<file path="src/design/tiled_texture_deswizzle_decode_top_defines.svh">
// Assertion macros shared by the texture decode modules.
// Each macro carries its own label, clock and property; in synthesis they expand to nothing.
`ifndef TILED_TEXTURE_DESWIZZLE_DECODE_TOP_DEFINES_SVH
`define TILED_TEXTURE_DESWIZZLE_DECODE_TOP_DEFINES_SVH

`ifndef SYNTHESIS
`define TTDD_ASSERT(lbl, clk, rstn, prop, msg) \
    lbl: assert property (@(posedge clk) disable iff (!rstn) prop) else $error(msg);
`define TTDD_ASSERT_ALWAYS(lbl, clk, prop, msg) \
    lbl: assert property (@(posedge clk) prop) else $error(msg);
`else
`define TTDD_ASSERT(lbl, clk, rstn, prop, msg)
`define TTDD_ASSERT_ALWAYS(lbl, clk, prop, msg)
`endif

`endif

</file>
<file path="src/design/ttdd_pkg.sv">
package ttdd_pkg;

    // Image geometry.
    localparam int MAX_DIM   = 1024;
    localparam int TILE_SIZE = 8;
    localparam int TILE_BITS = $clog2(TILE_SIZE);
    localparam int COORD_W   = $clog2(MAX_DIM);
    localparam int TILE_W    = COORD_W - TILE_BITS;
    localparam int CDIM_W    = COORD_W + 1;
    localparam int IDX_W     = 2 * TILE_BITS;

    // Fixed field widths.
    localparam int TEXEL_W = 32;
    localparam int PIX_W   = 10;
    localparam int CHAN_W  = 8;
    localparam int FMT_W   = 3;
    localparam int DIM_W   = 11;
    localparam int CFG_IDX_W = 2;

    // Queue between the front and back parts.
    localparam int QDEPTH = 4;
    localparam int QPTR_W = $clog2(QDEPTH);

    typedef logic [TEXEL_W-1:0] t_texel;
    typedef logic [COORD_W-1:0] t_coord;
    typedef logic [TILE_W-1:0]  t_tile;
    typedef logic [CDIM_W-1:0]  t_cdim;
    typedef logic [DIM_W-1:0]   t_dim;
    typedef logic [IDX_W-1:0]   t_idx;
    typedef logic [PIX_W-1:0]   t_pix;
    typedef logic [CHAN_W-1:0]  t_chan;
    typedef logic [FMT_W-1:0]   t_fmt;
    typedef logic [CFG_IDX_W-1:0] t_cfg_idx;

    // Pixel format codes.
    localparam t_fmt FMT_IA8      = 3'd0;
    localparam t_fmt FMT_RGB8     = 3'd1;
    localparam t_fmt FMT_RGBA5551 = 3'd2;
    localparam t_fmt FMT_RGBA4    = 3'd3;
    localparam t_fmt FMT_RGBA8    = 3'd4;

    // Configuration register indexes.
    localparam t_cfg_idx CFG_FORMAT = 2'd0;
    localparam t_cfg_idx CFG_WIDTH  = 2'd1;
    localparam t_cfg_idx CFG_HEIGHT = 2'd2;

    // Last index within a tile.
    localparam t_idx IDX_LAST = t_idx'((1 << IDX_W) - 1);

    // Geometry derived from the dimension registers.
    typedef struct packed {
        t_cdim width;
        t_cdim height;
        t_tile last_col;
        t_tile last_row;
    } t_geom;

    // One classified texel on its way to the decoder.
    typedef struct packed {
        t_texel raw;
        t_coord x;
        t_coord y;
        logic   in_image;
        logic   done;
    } t_item;

    // A dimension of zero counts as one, anything above the maximum as the maximum.
    function automatic t_cdim clamp_dim(input t_dim d);
        t_cdim c;
        if (d == '0) begin
            c = t_cdim'(1);
        end else if (int'(d) > MAX_DIM) begin
            c = t_cdim'(MAX_DIM);
        end else begin
            c = t_cdim'(d);
        end
        return c;
    endfunction

    // Index of the last tile along a dimension padded to a power of two.
    // Smearing the bits of c-1 gives the padded size less one.
    function automatic t_tile last_tile(input t_cdim c);
        t_cdim m;
        m = c - t_cdim'(1);
        for (int s = 1; s < CDIM_W; s = s * 2) begin
            m = m | (m >> s);
        end
        return t_tile'(m >> TILE_BITS);
    endfunction

endpackage

</file>
<file path="src/design/ttdd_front.sv">
`include "tiled_texture_deswizzle_decode_top_defines.svh"

module ttdd_front (
    input  logic             i_clk,
    input  logic             i_rst_n,
    input  logic             i_in_valid,
    output logic             o_in_ready,
    input  ttdd_pkg::t_texel i_raw_texel,
    input  ttdd_pkg::t_geom  i_geom,
    input  logic             i_q_full,
    output logic             o_push,
    output ttdd_pkg::t_item  o_push_item
);

    ttdd_pkg::t_idx  r_idx, n_idx;
    ttdd_pkg::t_tile r_col, n_col;
    ttdd_pkg::t_tile r_row, n_row;

    logic accept;
    logic last_col;
    logic last_row;
    logic idx_last;
    logic done;
    logic in_image;
    logic [ttdd_pkg::TILE_BITS-1:0] lx;
    logic [ttdd_pkg::TILE_BITS-1:0] ly;
    ttdd_pkg::t_coord x;
    ttdd_pkg::t_coord y;

    // An item is taken whenever the queue has room.
    assign o_in_ready = !i_q_full;
    assign accept     = i_in_valid && o_in_ready;

    // Morton order: even index bits give the column, odd bits the row.
    always_comb begin
        for (int k = 0; k < ttdd_pkg::TILE_BITS; k++) begin
            lx[k] = r_idx[2*k];
            ly[k] = r_idx[2*k+1];
        end
    end

    assign x = {r_col, lx};
    assign y = {r_row, ly};

    // Classification of the current texel.
    assign last_col = r_col >= i_geom.last_col;
    assign last_row = r_row >= i_geom.last_row;
    assign idx_last = r_idx == ttdd_pkg::IDX_LAST;
    assign done     = idx_last && last_col && last_row;
    assign in_image = (ttdd_pkg::t_cdim'(x) < i_geom.width)
                   && (ttdd_pkg::t_cdim'(y) < i_geom.height);

    // Only pixels inside the image, and the frame's last texel, yield a result.
    assign o_push               = accept && (in_image || done);
    assign o_push_item.raw      = i_raw_texel;
    assign o_push_item.x        = x;
    assign o_push_item.y        = y;
    assign o_push_item.in_image = in_image;
    assign o_push_item.done     = done;

    // Stored-order counters advance on every accepted item.
    always_comb begin
        n_idx = r_idx;
        n_col = r_col;
        n_row = r_row;
        if (accept) begin
            n_idx = r_idx + ttdd_pkg::t_idx'(1);
            if (idx_last) begin
                if (last_col) begin
                    n_col = '0;
                    n_row = last_row ? '0 : r_row + ttdd_pkg::t_tile'(1);
                end else begin
                    n_col = r_col + ttdd_pkg::t_tile'(1);
                end
            end
        end
    end

    always_ff @(posedge i_clk) begin
        if (!i_rst_n) begin
            r_idx <= '0;
            r_col <= '0;
            r_row <= '0;
        end else begin
            r_idx <= n_idx;
            r_col <= n_col;
            r_row <= n_row;
        end
    end

    `TTDD_ASSERT(a_frame_wrap, i_clk, i_rst_n, (accept && done) |=> (r_idx == '0 && r_col == '0 && r_row == '0), "counters did not wrap at frame end")
    `TTDD_ASSERT(a_idx_step, i_clk, i_rst_n, (accept && !idx_last) |=> (r_idx == $past(r_idx) + ttdd_pkg::t_idx'(1)), "index within tile did not advance")
    `TTDD_ASSERT(a_push_full, i_clk, i_rst_n, o_push |-> !i_q_full, "push into a full queue")

endmodule

</file>
<file path="src/design/ttdd_queue.sv">
`include "tiled_texture_deswizzle_decode_top_defines.svh"

module ttdd_queue (
    input  logic            i_clk,
    input  logic            i_rst_n,
    input  logic            i_push,
    input  ttdd_pkg::t_item i_push_item,
    output logic            o_full,
    input  logic            i_pop,
    output logic            o_not_empty,
    output ttdd_pkg::t_item o_pop_item
);

    ttdd_pkg::t_item r_mem [ttdd_pkg::QDEPTH];

    logic [ttdd_pkg::QPTR_W-1:0] r_wr_ptr;
    logic [ttdd_pkg::QPTR_W-1:0] r_rd_ptr;
    logic [ttdd_pkg::QPTR_W:0]   r_count, n_count;

    assign o_full      = r_count == (ttdd_pkg::QPTR_W+1)'(ttdd_pkg::QDEPTH);
    assign o_not_empty = r_count != '0;
    assign o_pop_item  = r_mem[r_rd_ptr];

    // Entry storage.
    always_ff @(posedge i_clk) begin
        if (i_push) begin
            r_mem[r_wr_ptr] <= i_push_item;
        end
    end

    // Occupancy follows pushes and pops.
    always_comb begin
        n_count = r_count;
        if (i_push && !i_pop) begin
            n_count = r_count + (ttdd_pkg::QPTR_W+1)'(1);
        end else if (i_pop && !i_push) begin
            n_count = r_count - (ttdd_pkg::QPTR_W+1)'(1);
        end
    end

    always_ff @(posedge i_clk) begin
        if (!i_rst_n) begin
            r_wr_ptr <= '0;
            r_rd_ptr <= '0;
            r_count  <= '0;
        end else begin
            if (i_push) begin
                r_wr_ptr <= r_wr_ptr + ttdd_pkg::QPTR_W'(1);
            end
            if (i_pop) begin
                r_rd_ptr <= r_rd_ptr + ttdd_pkg::QPTR_W'(1);
            end
            r_count <= n_count;
        end
    end

    `TTDD_ASSERT(a_count_bound, i_clk, i_rst_n, r_count <= (ttdd_pkg::QPTR_W+1)'(ttdd_pkg::QDEPTH), "queue occupancy beyond depth")
    `TTDD_ASSERT(a_pop_empty, i_clk, i_rst_n, i_pop |-> o_not_empty, "pop from an empty queue")
    `TTDD_ASSERT(a_count_up, i_clk, i_rst_n, (i_push && !i_pop) |=> (r_count == $past(r_count) + (ttdd_pkg::QPTR_W+1)'(1)), "occupancy did not grow on push")

endmodule

</file>
<file path="src/design/ttdd_back.sv">
`include "tiled_texture_deswizzle_decode_top_defines.svh"

module ttdd_back (
    input  logic             i_clk,
    input  logic             i_rst_n,
    input  ttdd_pkg::t_fmt   i_pixel_format,
    input  logic             i_q_not_empty,
    input  ttdd_pkg::t_item  i_q_item,
    output logic             o_pop,
    output logic             o_out_valid,
    input  logic             i_out_ready,
    output ttdd_pkg::t_pix   o_pixel_x,
    output ttdd_pkg::t_pix   o_pixel_y,
    output ttdd_pkg::t_chan  o_alpha,
    output ttdd_pkg::t_chan  o_red,
    output ttdd_pkg::t_chan  o_green,
    output ttdd_pkg::t_chan  o_blue,
    output logic             o_frame_done
);

    logic            r_valid;
    ttdd_pkg::t_pix  r_x;
    ttdd_pkg::t_pix  r_y;
    ttdd_pkg::t_chan r_a, r_r, r_g, r_b;
    logic            r_done;

    ttdd_pkg::t_chan n_a, n_r, n_g, n_b;
    ttdd_pkg::t_chan b0, b1, b2, b3;
    logic [15:0]     v;

    // The output register is refilled when empty or when its item leaves.
    assign o_pop = i_q_not_empty && (!r_valid || i_out_ready);

    assign b0 = i_q_item.raw[7:0];
    assign b1 = i_q_item.raw[15:8];
    assign b2 = i_q_item.raw[23:16];
    assign b3 = i_q_item.raw[31:24];
    assign v  = i_q_item.raw[15:0];

    // Colour decode; pixels outside the image and unknown formats give zero.
    always_comb begin
        n_a = '0;
        n_r = '0;
        n_g = '0;
        n_b = '0;
        if (i_q_item.in_image) begin
            unique case (i_pixel_format)
                ttdd_pkg::FMT_IA8: begin
                    n_a = b0;
                    n_r = b1;
                    n_g = b1;
                    n_b = b1;
                end
                ttdd_pkg::FMT_RGB8: begin
                    n_a = '1;
                    n_r = b2;
                    n_g = b1;
                    n_b = b0;
                end
                ttdd_pkg::FMT_RGBA5551: begin
                    if (v[0]) begin
                        n_a = '1;
                        n_r = {v[15:11], 3'b000};
                        n_g = {v[10:6], 3'b000};
                        n_b = {v[5:1], 3'b000};
                    end
                end
                ttdd_pkg::FMT_RGBA4: begin
                    n_r = {b1[7:4], b1[7:4]};
                    n_g = {b1[3:0], b1[3:0]};
                    n_b = {b0[7:4], b0[7:4]};
                    n_a = {b0[3:0], b0[3:0]};
                end
                ttdd_pkg::FMT_RGBA8: begin
                    n_r = b3;
                    n_g = b2;
                    n_b = b1;
                    n_a = b0;
                end
                default: begin
                    n_a = '0;
                end
            endcase
        end
    end

    // Output payload.
    always_ff @(posedge i_clk) begin
        if (o_pop) begin
            r_x    <= ttdd_pkg::t_pix'(i_q_item.x);
            r_y    <= ttdd_pkg::t_pix'(i_q_item.y);
            r_a    <= n_a;
            r_r    <= n_r;
            r_g    <= n_g;
            r_b    <= n_b;
            r_done <= i_q_item.done;
        end
    end

    // Output valid.
    always_ff @(posedge i_clk) begin
        if (!i_rst_n) begin
            r_valid <= 1'b0;
        end else if (o_pop) begin
            r_valid <= 1'b1;
        end else if (i_out_ready) begin
            r_valid <= 1'b0;
        end
    end

    assign o_out_valid  = r_valid;
    assign o_pixel_x    = r_x;
    assign o_pixel_y    = r_y;
    assign o_alpha      = r_a;
    assign o_red        = r_r;
    assign o_green      = r_g;
    assign o_blue       = r_b;
    assign o_frame_done = r_done;

    `TTDD_ASSERT_ALWAYS(a_reset_idle, i_clk, !i_rst_n |=> !r_valid, "output valid straight after reset")
    `TTDD_ASSERT(a_pop_fills, i_clk, i_rst_n, o_pop |=> r_valid, "popped item did not reach the output")
    `TTDD_ASSERT(a_no_overwrite, i_clk, i_rst_n, (r_valid && !i_out_ready) |-> !o_pop, "waiting result overwritten")

endmodule

</file>
<file path="src/design/tiled_texture_deswizzle_decode_top.sv">
// Morton-tiled 8x8 texture decoder. Raw texels enter one per cycle while input ready is high,
// in stored tile order, and leave as ARGB8888 pixels with their x and y; texels outside the
// true image give no pixel, except the frame's last texel, which always gives one with
// frame_done set. Sustained rate is one item per cycle while the output is taken; an accepted
// texel is held in the queue, then in the output register. A four-entry queue sits between
// the address/classify front and the colour decode back, and input ready drops only when
// that queue is full. Configuration is taken at any time with ready held high, but must only
// be written while the block holds no item; the derived tile counts are stored at the write.
module tiled_texture_deswizzle_decode_top (
    input  logic                 i_clk,
    input  logic                 i_rst_n,
    input  logic                 i_cfg_valid,
    output logic                 o_cfg_ready,
    input  ttdd_pkg::t_cfg_idx   i_cfg_index,
    input  ttdd_pkg::t_dim       i_cfg_data,
    input  logic                 i_in_valid,
    output logic                 o_in_ready,
    input  ttdd_pkg::t_texel     i_raw_texel,
    output logic                 o_out_valid,
    input  logic                 i_out_ready,
    output ttdd_pkg::t_pix       o_pixel_x,
    output ttdd_pkg::t_pix       o_pixel_y,
    output ttdd_pkg::t_chan      o_alpha,
    output ttdd_pkg::t_chan      o_red,
    output ttdd_pkg::t_chan      o_green,
    output ttdd_pkg::t_chan      o_blue,
    output logic                 o_frame_done
);

    ttdd_pkg::t_fmt  r_fmt;
    ttdd_pkg::t_geom r_geom;

    ttdd_pkg::t_cdim cfg_dim;
    logic            cfg_we;

    logic            push;
    ttdd_pkg::t_item push_item;
    logic            q_full;
    logic            pop;
    logic            q_not_empty;
    ttdd_pkg::t_item q_item;

    // Configuration registers; the tile counts are worked out once at the write.
    assign o_cfg_ready = 1'b1;
    assign cfg_we      = i_cfg_valid && o_cfg_ready;
    assign cfg_dim     = ttdd_pkg::clamp_dim(i_cfg_data);

    always_ff @(posedge i_clk) begin
        if (!i_rst_n) begin
            r_fmt           <= ttdd_pkg::FMT_IA8;
            r_geom.width    <= ttdd_pkg::t_cdim'(ttdd_pkg::TILE_SIZE);
            r_geom.height   <= ttdd_pkg::t_cdim'(ttdd_pkg::TILE_SIZE);
            r_geom.last_col <= '0;
            r_geom.last_row <= '0;
        end else if (cfg_we) begin
            unique case (i_cfg_index)
                ttdd_pkg::CFG_FORMAT: begin
                    r_fmt <= i_cfg_data[ttdd_pkg::FMT_W-1:0];
                end
                ttdd_pkg::CFG_WIDTH: begin
                    r_geom.width    <= cfg_dim;
                    r_geom.last_col <= ttdd_pkg::last_tile(cfg_dim);
                end
                ttdd_pkg::CFG_HEIGHT: begin
                    r_geom.height   <= cfg_dim;
                    r_geom.last_row <= ttdd_pkg::last_tile(cfg_dim);
                end
                default: begin
                    r_fmt <= r_fmt;
                end
            endcase
        end
    end

    ttdd_front u_front (
        .i_clk       (i_clk),
        .i_rst_n     (i_rst_n),
        .i_in_valid  (i_in_valid),
        .o_in_ready  (o_in_ready),
        .i_raw_texel (i_raw_texel),
        .i_geom      (r_geom),
        .i_q_full    (q_full),
        .o_push      (push),
        .o_push_item (push_item)
    );

    ttdd_queue u_queue (
        .i_clk       (i_clk),
        .i_rst_n     (i_rst_n),
        .i_push      (push),
        .i_push_item (push_item),
        .o_full      (q_full),
        .i_pop       (pop),
        .o_not_empty (q_not_empty),
        .o_pop_item  (q_item)
    );

    ttdd_back u_back (
        .i_clk          (i_clk),
        .i_rst_n        (i_rst_n),
        .i_pixel_format (r_fmt),
        .i_q_not_empty  (q_not_empty),
        .i_q_item       (q_item),
        .o_pop          (pop),
        .o_out_valid    (o_out_valid),
        .i_out_ready    (i_out_ready),
        .o_pixel_x      (o_pixel_x),
        .o_pixel_y      (o_pixel_y),
        .o_alpha        (o_alpha),
        .o_red          (o_red),
        .o_green        (o_green),
        .o_blue         (o_blue),
        .o_frame_done   (o_frame_done)
    );

endmodule
</file>
<file path="config.mk">
export PLATFORM = sky130hd
export DESIGN_NAME = tiled_texture_deswizzle_decode_top
export DESIGN_NICKNAME = d
export VERILOG_FILES = /design/src/design/ttdd_pkg.sv /design/src/design/ttdd_front.sv /design/src/design/ttdd_queue.sv /design/src/design/ttdd_back.sv /design/src/design/tiled_texture_deswizzle_decode_top.sv
export VERILOG_INCLUDE_DIRS = /design/src /design/src/design
export SDC_FILE = /design/constraint.sdc
export NUM_CORES = 1
export LEC_CHECK = 0
export ABC_CLOCK_PERIOD_IN_PS = 11400
export BUFFER_PORTS_ARGS = -buffer_cell sky130_fd_sc_hd__buf_4
export CAP_MARGIN = 20
export CORE_UTILIZATION = 60
export CTS_BUF_LIST = sky130_fd_sc_hd__clkbuf_4 sky130_fd_sc_hd__clkbuf_8
export DETAILED_ROUTE_END_ITERATION = 6
export GPL_TIMING_DRIVEN = 0
export HOLD_SLACK_MARGIN = 0.05
export PLACE_DENSITY = 0.9
export SYNTH_ARGS = -nofsm -noshare
export SYNTH_HDL_FRONTEND = slang
export SYNTH_SLANG_ARGS = --single-unit
</file>
<file path="constraint.sdc">
create_clock -name i_clk -period 11.4 [get_ports i_clk]
set_input_delay 1.14 -clock i_clk [delete_from_list [all_inputs] [get_ports i_clk]]
set_output_delay 1.14 -clock i_clk [all_outputs]
set_load 0.1 [all_outputs]
</file>
[Word-level counts from Yosys, hierarchy flattened]
Memory sizes are Yosys's and may differ from the RTL's. A register that Yosys moved wholly into a read port is not among the register bits.
Index checks and enable logic that the tools add are counted.
Operators by class
  add/sub/neg operators: 8
  order comparisons: 5
  eq/ne operators: 8
  muxes and demuxes: 20
  bitwise logic cells: 4
  reduce and logical (&&, ||, !) cells: 27
Operators by type and width (number)
  $pmux W8 S4: 3
  $pmux W8 S5: 1
  $mux W8: 4
  $lt A10 B11 Y1: 2
  $mux W11: 2
  $add A7 B1 Y7 const B: 2
  $ge A7 B7 Y1: 2
  $mux W7: 2
  $gt A11 B11 Y1 const B: 1
  $logic_not A11 Y1: 1
  $or A11 B10 Y11: 1
  $or A11 B7 Y11: 1
  $or A11 B9 Y11: 1
  $sub A11 B1 Y11 const B: 1
  $or A10 B3 Y10: 1
  $logic_and A1 B1 Y1: 8
  $reduce_and A2 Y1: 4
  $add A6 B1 Y6 const B: 1
  $eq A3 B2 Y1 const B: 2
  $eq A3 B3 Y1 const B: 2
  $eq A6 B6 Y1 const B: 1
  $mux W3: 2
  $add A2 B1 Y2 const B: 2
  $logic_not A1 Y1: 4
  14 further kinds: 21
Word-level totals
  bits in registers: 120
  memory bits (writable): 216
  input bits: 50
  output and inout port bits: 56
  logic and storage cells: 92
  memories: 1
Memories
  u_queue.r_mem: depth 4, bits a word 54, rd ports 1, clocked after memory_dff 1, wr ports 1, RTL line ttdd_queue.sv:14  | ttdd_pkg::t_item r_mem [ttdd_pkg::QDEPTH];

[Depth between registers and ports, before layout]
  depth in word-level cells: 9
  gate-level depth with buffers: 14
  depth with buffers taken out: 14

[Modules after synthesis]
A second synthesis with hierarchy kept.
Second synthesis, totals
  cell total of the unflattened synthesis: 991
  area, all modules: 14555.2 µm²
By module, submodules not included
  ttdd_queue: instances 1, cells each 325, area an instance 8305.5 µm², seq. area each 6666.4 µm²
  ttdd_back: instances 1, cells each 207, area an instance 2553.7 µm², seq. area each 1611.5 µm²
  ttdd_front: instances 1, cells each 262, area an instance 2054.5 µm², seq. area each 400.4 µm²
  tiled_texture_deswizzle_decode_top: instances 1, cells each 197, area an instance 1641.6 µm², seq. area each 780.7 µm²

[Least setup slack after synthesis]
OpenSTA, ideal clock, no wires.
  path kind: in2reg
  start: input port i_out_ready
  end: register u_queue.r_count[2] (netlist name)
  data arrival time: 5.111 ns
  data required time: 11.324 ns
  path slack: 6.213 ns
  stages on the path: 9
  buffers on the path: 0
  cell sequence: inv_1 > a21oi_1 > inv_1 > ha_1 > inv_1 > fa_1 > xor2_1 > or3_1 > a21boi_0
On the way
  cells in the longest elaborated chain, start to end: 5
  elaborated cells between the ends (all ways): 7
Ends and longest elaborated chain
  start: declaration: RTL line tiled_texture_deswizzle_decode_top.sv:20  | input logic i_out_ready,
  $logic_or A1 B1 Y1 *: RTL line ttdd_back.sv:32  | assign o_pop = i_q_not_empty && (!r_valid || i_out_ready);
  $logic_and A1 B1 Y1 *: RTL line ttdd_back.sv:32
  net pop: RTL line tiled_texture_deswizzle_decode_top.sv:39  | logic pop;
  $logic_not A1 Y1: RTL line ttdd_queue.sv:34  | if (i_push && !i_pop) begin
  $logic_and A1 B1 Y1: RTL line ttdd_queue.sv:34
  $mux W3 or $reduce_bool A2 Y1 (tied branches)
  end signal: assignment: RTL line ttdd_queue.sv:53  | r_count <= n_count;
  end: declaration: RTL line ttdd_queue.sv:18  | logic [ttdd_pkg::QPTR_W:0] r_count, n_count;
Mark *: on every way through the listed nets, which the timed path passes. The rest lies on a longest branch.
A chain may end at the register's enable or synchronous reset.

[Worst setup path after layout]
  start: register u_front.r_col[0]
  end: register u_queue.r_count[2] (netlist name)
On the way
  cells in the longest elaborated chain, start to end: 8
  elaborated cells between the ends (all ways): 12
Ends and longest elaborated chain
  start: declaration: RTL line ttdd_front.sv:16  | ttdd_pkg::t_tile r_col, n_col;
  start signal: assignment: RTL line ttdd_front.sv:86  | r_col <= n_col;
  $ge A7 B7 Y1: RTL line ttdd_front.sv:46  | assign last_col = r_col >= i_geom.last_col;
  $logic_and A1 B1 Y1 (2 in series): RTL line ttdd_front.sv:49  | assign done = idx_last && last_col && last_row;
  $logic_or A1 B1 Y1 *: RTL line ttdd_front.sv:54  | assign o_push = accept && (in_image || done);
  $logic_and A1 B1 Y1 *: RTL line ttdd_front.sv:54
  net push: RTL line tiled_texture_deswizzle_decode_top.sv:36  | logic push;
  $logic_not A1 Y1: RTL line ttdd_queue.sv:36  | end else if (i_pop && !i_push) begin
  $logic_and A1 B1 Y1: RTL line ttdd_queue.sv:36
  $reduce_bool A2 Y1 (no line)
Marks and branches as above.

==> flow_summary.yaml <==
clock_tree:
  cts_tree: "done"
  clkSlewWorstSetupHoldPaths_ns: 0.06
  cts_root_buf: "clkbuf_8"
  cts_resized: 0
  h-tree-depth: 2
  clk_latency_ns: 0.57
  cts_buffer_depth: 3
  post_cts_buffers: 0
  cts_hold_buffers: 0
  cts.sinks: 338
  cts_buffers: 50
pwr:
  power.density_nw_per_um2: 255.1
  p_int_w: 0.002489
  p_clk_share_pct: 22.9
  ir_drop_mv: 0.2192
  netSwitchingPower_w: 0.001668
  p_comb_share_pct: 37.6
  leakage_nw: 5.870
  switching_share_pct: 40.13
  seq_power_share_pct: 39.5
drt:
  viasPerCell: 5.828
  wl_per_cell_um: 20.61
  vias: 8457
  drt_pass1_iterations: 5
  drt-initial-drc-count: 746
  route.detailed.drc: 0
  routed_wl_um: 29900
  final_antenna_net_count: 0
flow_run:
  cap_viol_max_count: 0
place:
  placed_cells: 1361
  pre_cts_slack_ns: 7.432
  placed_area_um2: 15320
  port_buffers: 104
  routabilityCongestion: 0.9220
  dp_hpwl_um: 20410
cells_and_area:
  fin_area_um2: 16290
  final_common_cell: "edfxtp_1"
  fill_cells: 1386
  nNetsFinal: 1191
  antenna_cells: 0
  final_cells: 1451
  syn_to_final_growth_pct: 15.99
  post_route_cells_drive_above_1_share_pct: 23.81
  final_cell_mix: "edfxtp_1, buf_4, nand2_1"
min_path:
  min_to: "r_geom[23]"
  hold_path_class: "reg -> reg"
  hold-path-cell-count: 2
  hp-start: "r_geom[23]"
grt:
  grtUsageTotal_pct: 25.86
  grt_pass1_vias: 8640
  grt_max_degree: 55
  antenna_found_initial: 0
  grt_pass1_wl_um: 46750
  grt-ovfl-total: 0
worst_setup_path:
  cp_num_buf_inv: 3
  slowest_delay_ns: 0.53
  r2r_end: "u_queue.r_count[2]"
  critPathTopFamily: "compound AO/OA/AOI/OAI gates"
  reg2reg_depth: 14
  worstPathRequired_ns: 11.84
  end_kind: "register"
  cp.arrival_ns: 4.39
  crit_path_max_fanout: 9
  r2r_slack_ns: 7.45
  r2r_start: "u_front.r_col[0]"
  critPathSlowestCell: "dfxtp_1"
  startpoint_type: "register"
  critPathKind: "reg -> reg"
  worstPathCellList: "inv_1, ha_1, nand2b_1, a31oi_1, o21ai_1, nand2_2, o22a_2, inv_2, ha_1, inv_1, fa_1, xor2_1, or3_1, a21boi_0"
logic_synthesis:
  yosys_register_bits: 338
  yosys_warnings: 0
  synth.distinct_cells: 65
  postSynthAreaPerCell_um2: 14.94
  synth_area_um2: 14050
  netlist_instances: 940
  synth_ff_type: "edfxtp_1"
  synth_edf_count: 269
  synth_nets: 1031
  ys_async_sr_fraction_pct: 0
  synth-seq-area-share_pct: 67.34
sta:
  finClkSkew_ns: 0.02228
  setup_viol: 0
  period_share_pct: 34.62
  slew_headroom_pct: 28.89
  final-max-slew-violation-count: 0
  timing.final.crit_period_ns: 3.946
  worstMarginPinSlew_ns: 1.064
  grt_setup_unrepaired: "false"
  max_freq_ghz: 0.2534
  worst_slack_ns: 7.454
  finalSetupTns_ns: 0
  hold_viol_final: 0
die:
  ioPinCount: 106
  die_h_um: 155.0
  rows: 55
  die-area_um2: 24030
  start_util_pct: 61.66
  die_w_um: 155.0
  core_um2: 22780
run_status:
  status: "finished clean"
-- per-stage QoR --
step / hold WS [ns] / utilization (%) / total power, W
3_5_place_dp: 0.4583 / 67.24 / 0.003227
6_report: 0.4652 / 71.52 / 0.004157
5_1_grt: 0.4867 / 71.52 / 0.004294
4_1_cts: 0.4662 / 71.52 / 0.004173
2_1_floorplan: 0.4435 / - / 0.002861
3_3_place_gp: 0.4541 / 66.81 / 0.003185
-- routing by layer --
layer / track usage, % / part of all wire [%]
met5: 0 / 0
met4: 9.005 / 2.4
met3: 4.345 / 6.5
met2: 45.09 / 52
met1: 32.94 / 39
-- Yosys cell counts, drive strengths merged, types with 13 or more instances --
master	n	area [um^2]
a21boi	26	195.2
nor2b	18	112.6
nand3	13	65.06
nand2	97	366.6
xor2	13	113.9
clkbuf	25	93.84
inv	44	165.2
mux4	54	1216
and2	17	106.4
edfxtp	269	8078
nor2	55	209.0
dfxtp	69	1381
ha	40	500.5
a21oi	41	205.2
buf	14	86.32
-- tightest hold or removal path, delay by kind of cell, from the launching register on --
family | cells | cell delay, ns
flops | 1 | 0.31
simple gates | 1 | 0.05
compound gates | 1 | 0.06
-- registers in the layout, summed over array words and instances (netlist names), named ones only --
register and count:
u_queue.r_count 3, u_front.r_idx 6, u_back.o_pixel_x 10, u_queue.r_rd_ptr 2
u_queue.r_mem 216, u_back.o_out_valid 1, r_fmt 3, r_geom 36
u_front.r_col 7, u_back.o_red 8, u_back.o_blue 8, u_queue.r_wr_ptr 2
u_back.o_pixel_y 10, u_back.o_frame_done 1, u_front.r_row 7, u_back.o_green 8
u_back.o_alpha 8
-- final cells by class --
type / count / area, um^2 / area share [%]
Buffer: 39 / 180.2 / 1.106
Clock buffer: 64 / 812.0 / 4.984
Clock inverter: 26 / 163.9 / 1.006
Inverter: 44 / 165.2 / 1.014
Multi-Input combinational cell: 519 / 4259 / 26.14
Sequential cell: 338 / 9459 / 58.06
Tap cell: 313 / 391.6 / 2.404
Timing Repair Buffer: 108 / 860.8 / 5.284
-- how the worst max path moves through the flow --
stage | from | endpoint | cells past startpoint
2_1_floorplan | i_out_ready | u_queue.r_count[2] | 9
3_3_place_gp | i_out_ready | u_queue.r_count[2] | 10
3_5_place_dp | i_in_valid | u_queue.r_count[2] | 13
4_1_cts | u_front.r_col[0] | u_queue.r_count[2] | 14
5_1_grt | u_front.r_col[0] | u_queue.r_count[2] | 14
6_report | u_front.r_col[0] | u_queue.r_count[2] | 14
-- cell families after synthesis --
logic type | after synthesis | synth area share (%)
and+or+nand+nor | 258 | 9.220
DFF | 338 | 67.34
AOI/OAI and AO/OA | 137 | 6.770
other | 1 | 0.02670
muxes | 62 | 9.229
buffers and inverters | 83 | 2.458
adders and majority gates | 41 | 3.706
xor gates and xnor gates | 20 | 1.247
-- power by group through the flow --
stage / clock network [W] / logic, W / registers (W)
after floorplan: 0 / 0.000463 / 0.00240
after global placement: 0 / 0.00151 / 0.00168
after detailed placement: 0 / 0.00156 / 0.00167
after CTS: 0.000964 / 0.00157 / 0.00164
after global routing: 0.00102 / 0.00162 / 0.00166
final: 0.000951 / 0.00156 / 0.00164
Power figures use the tool's default switching activity.
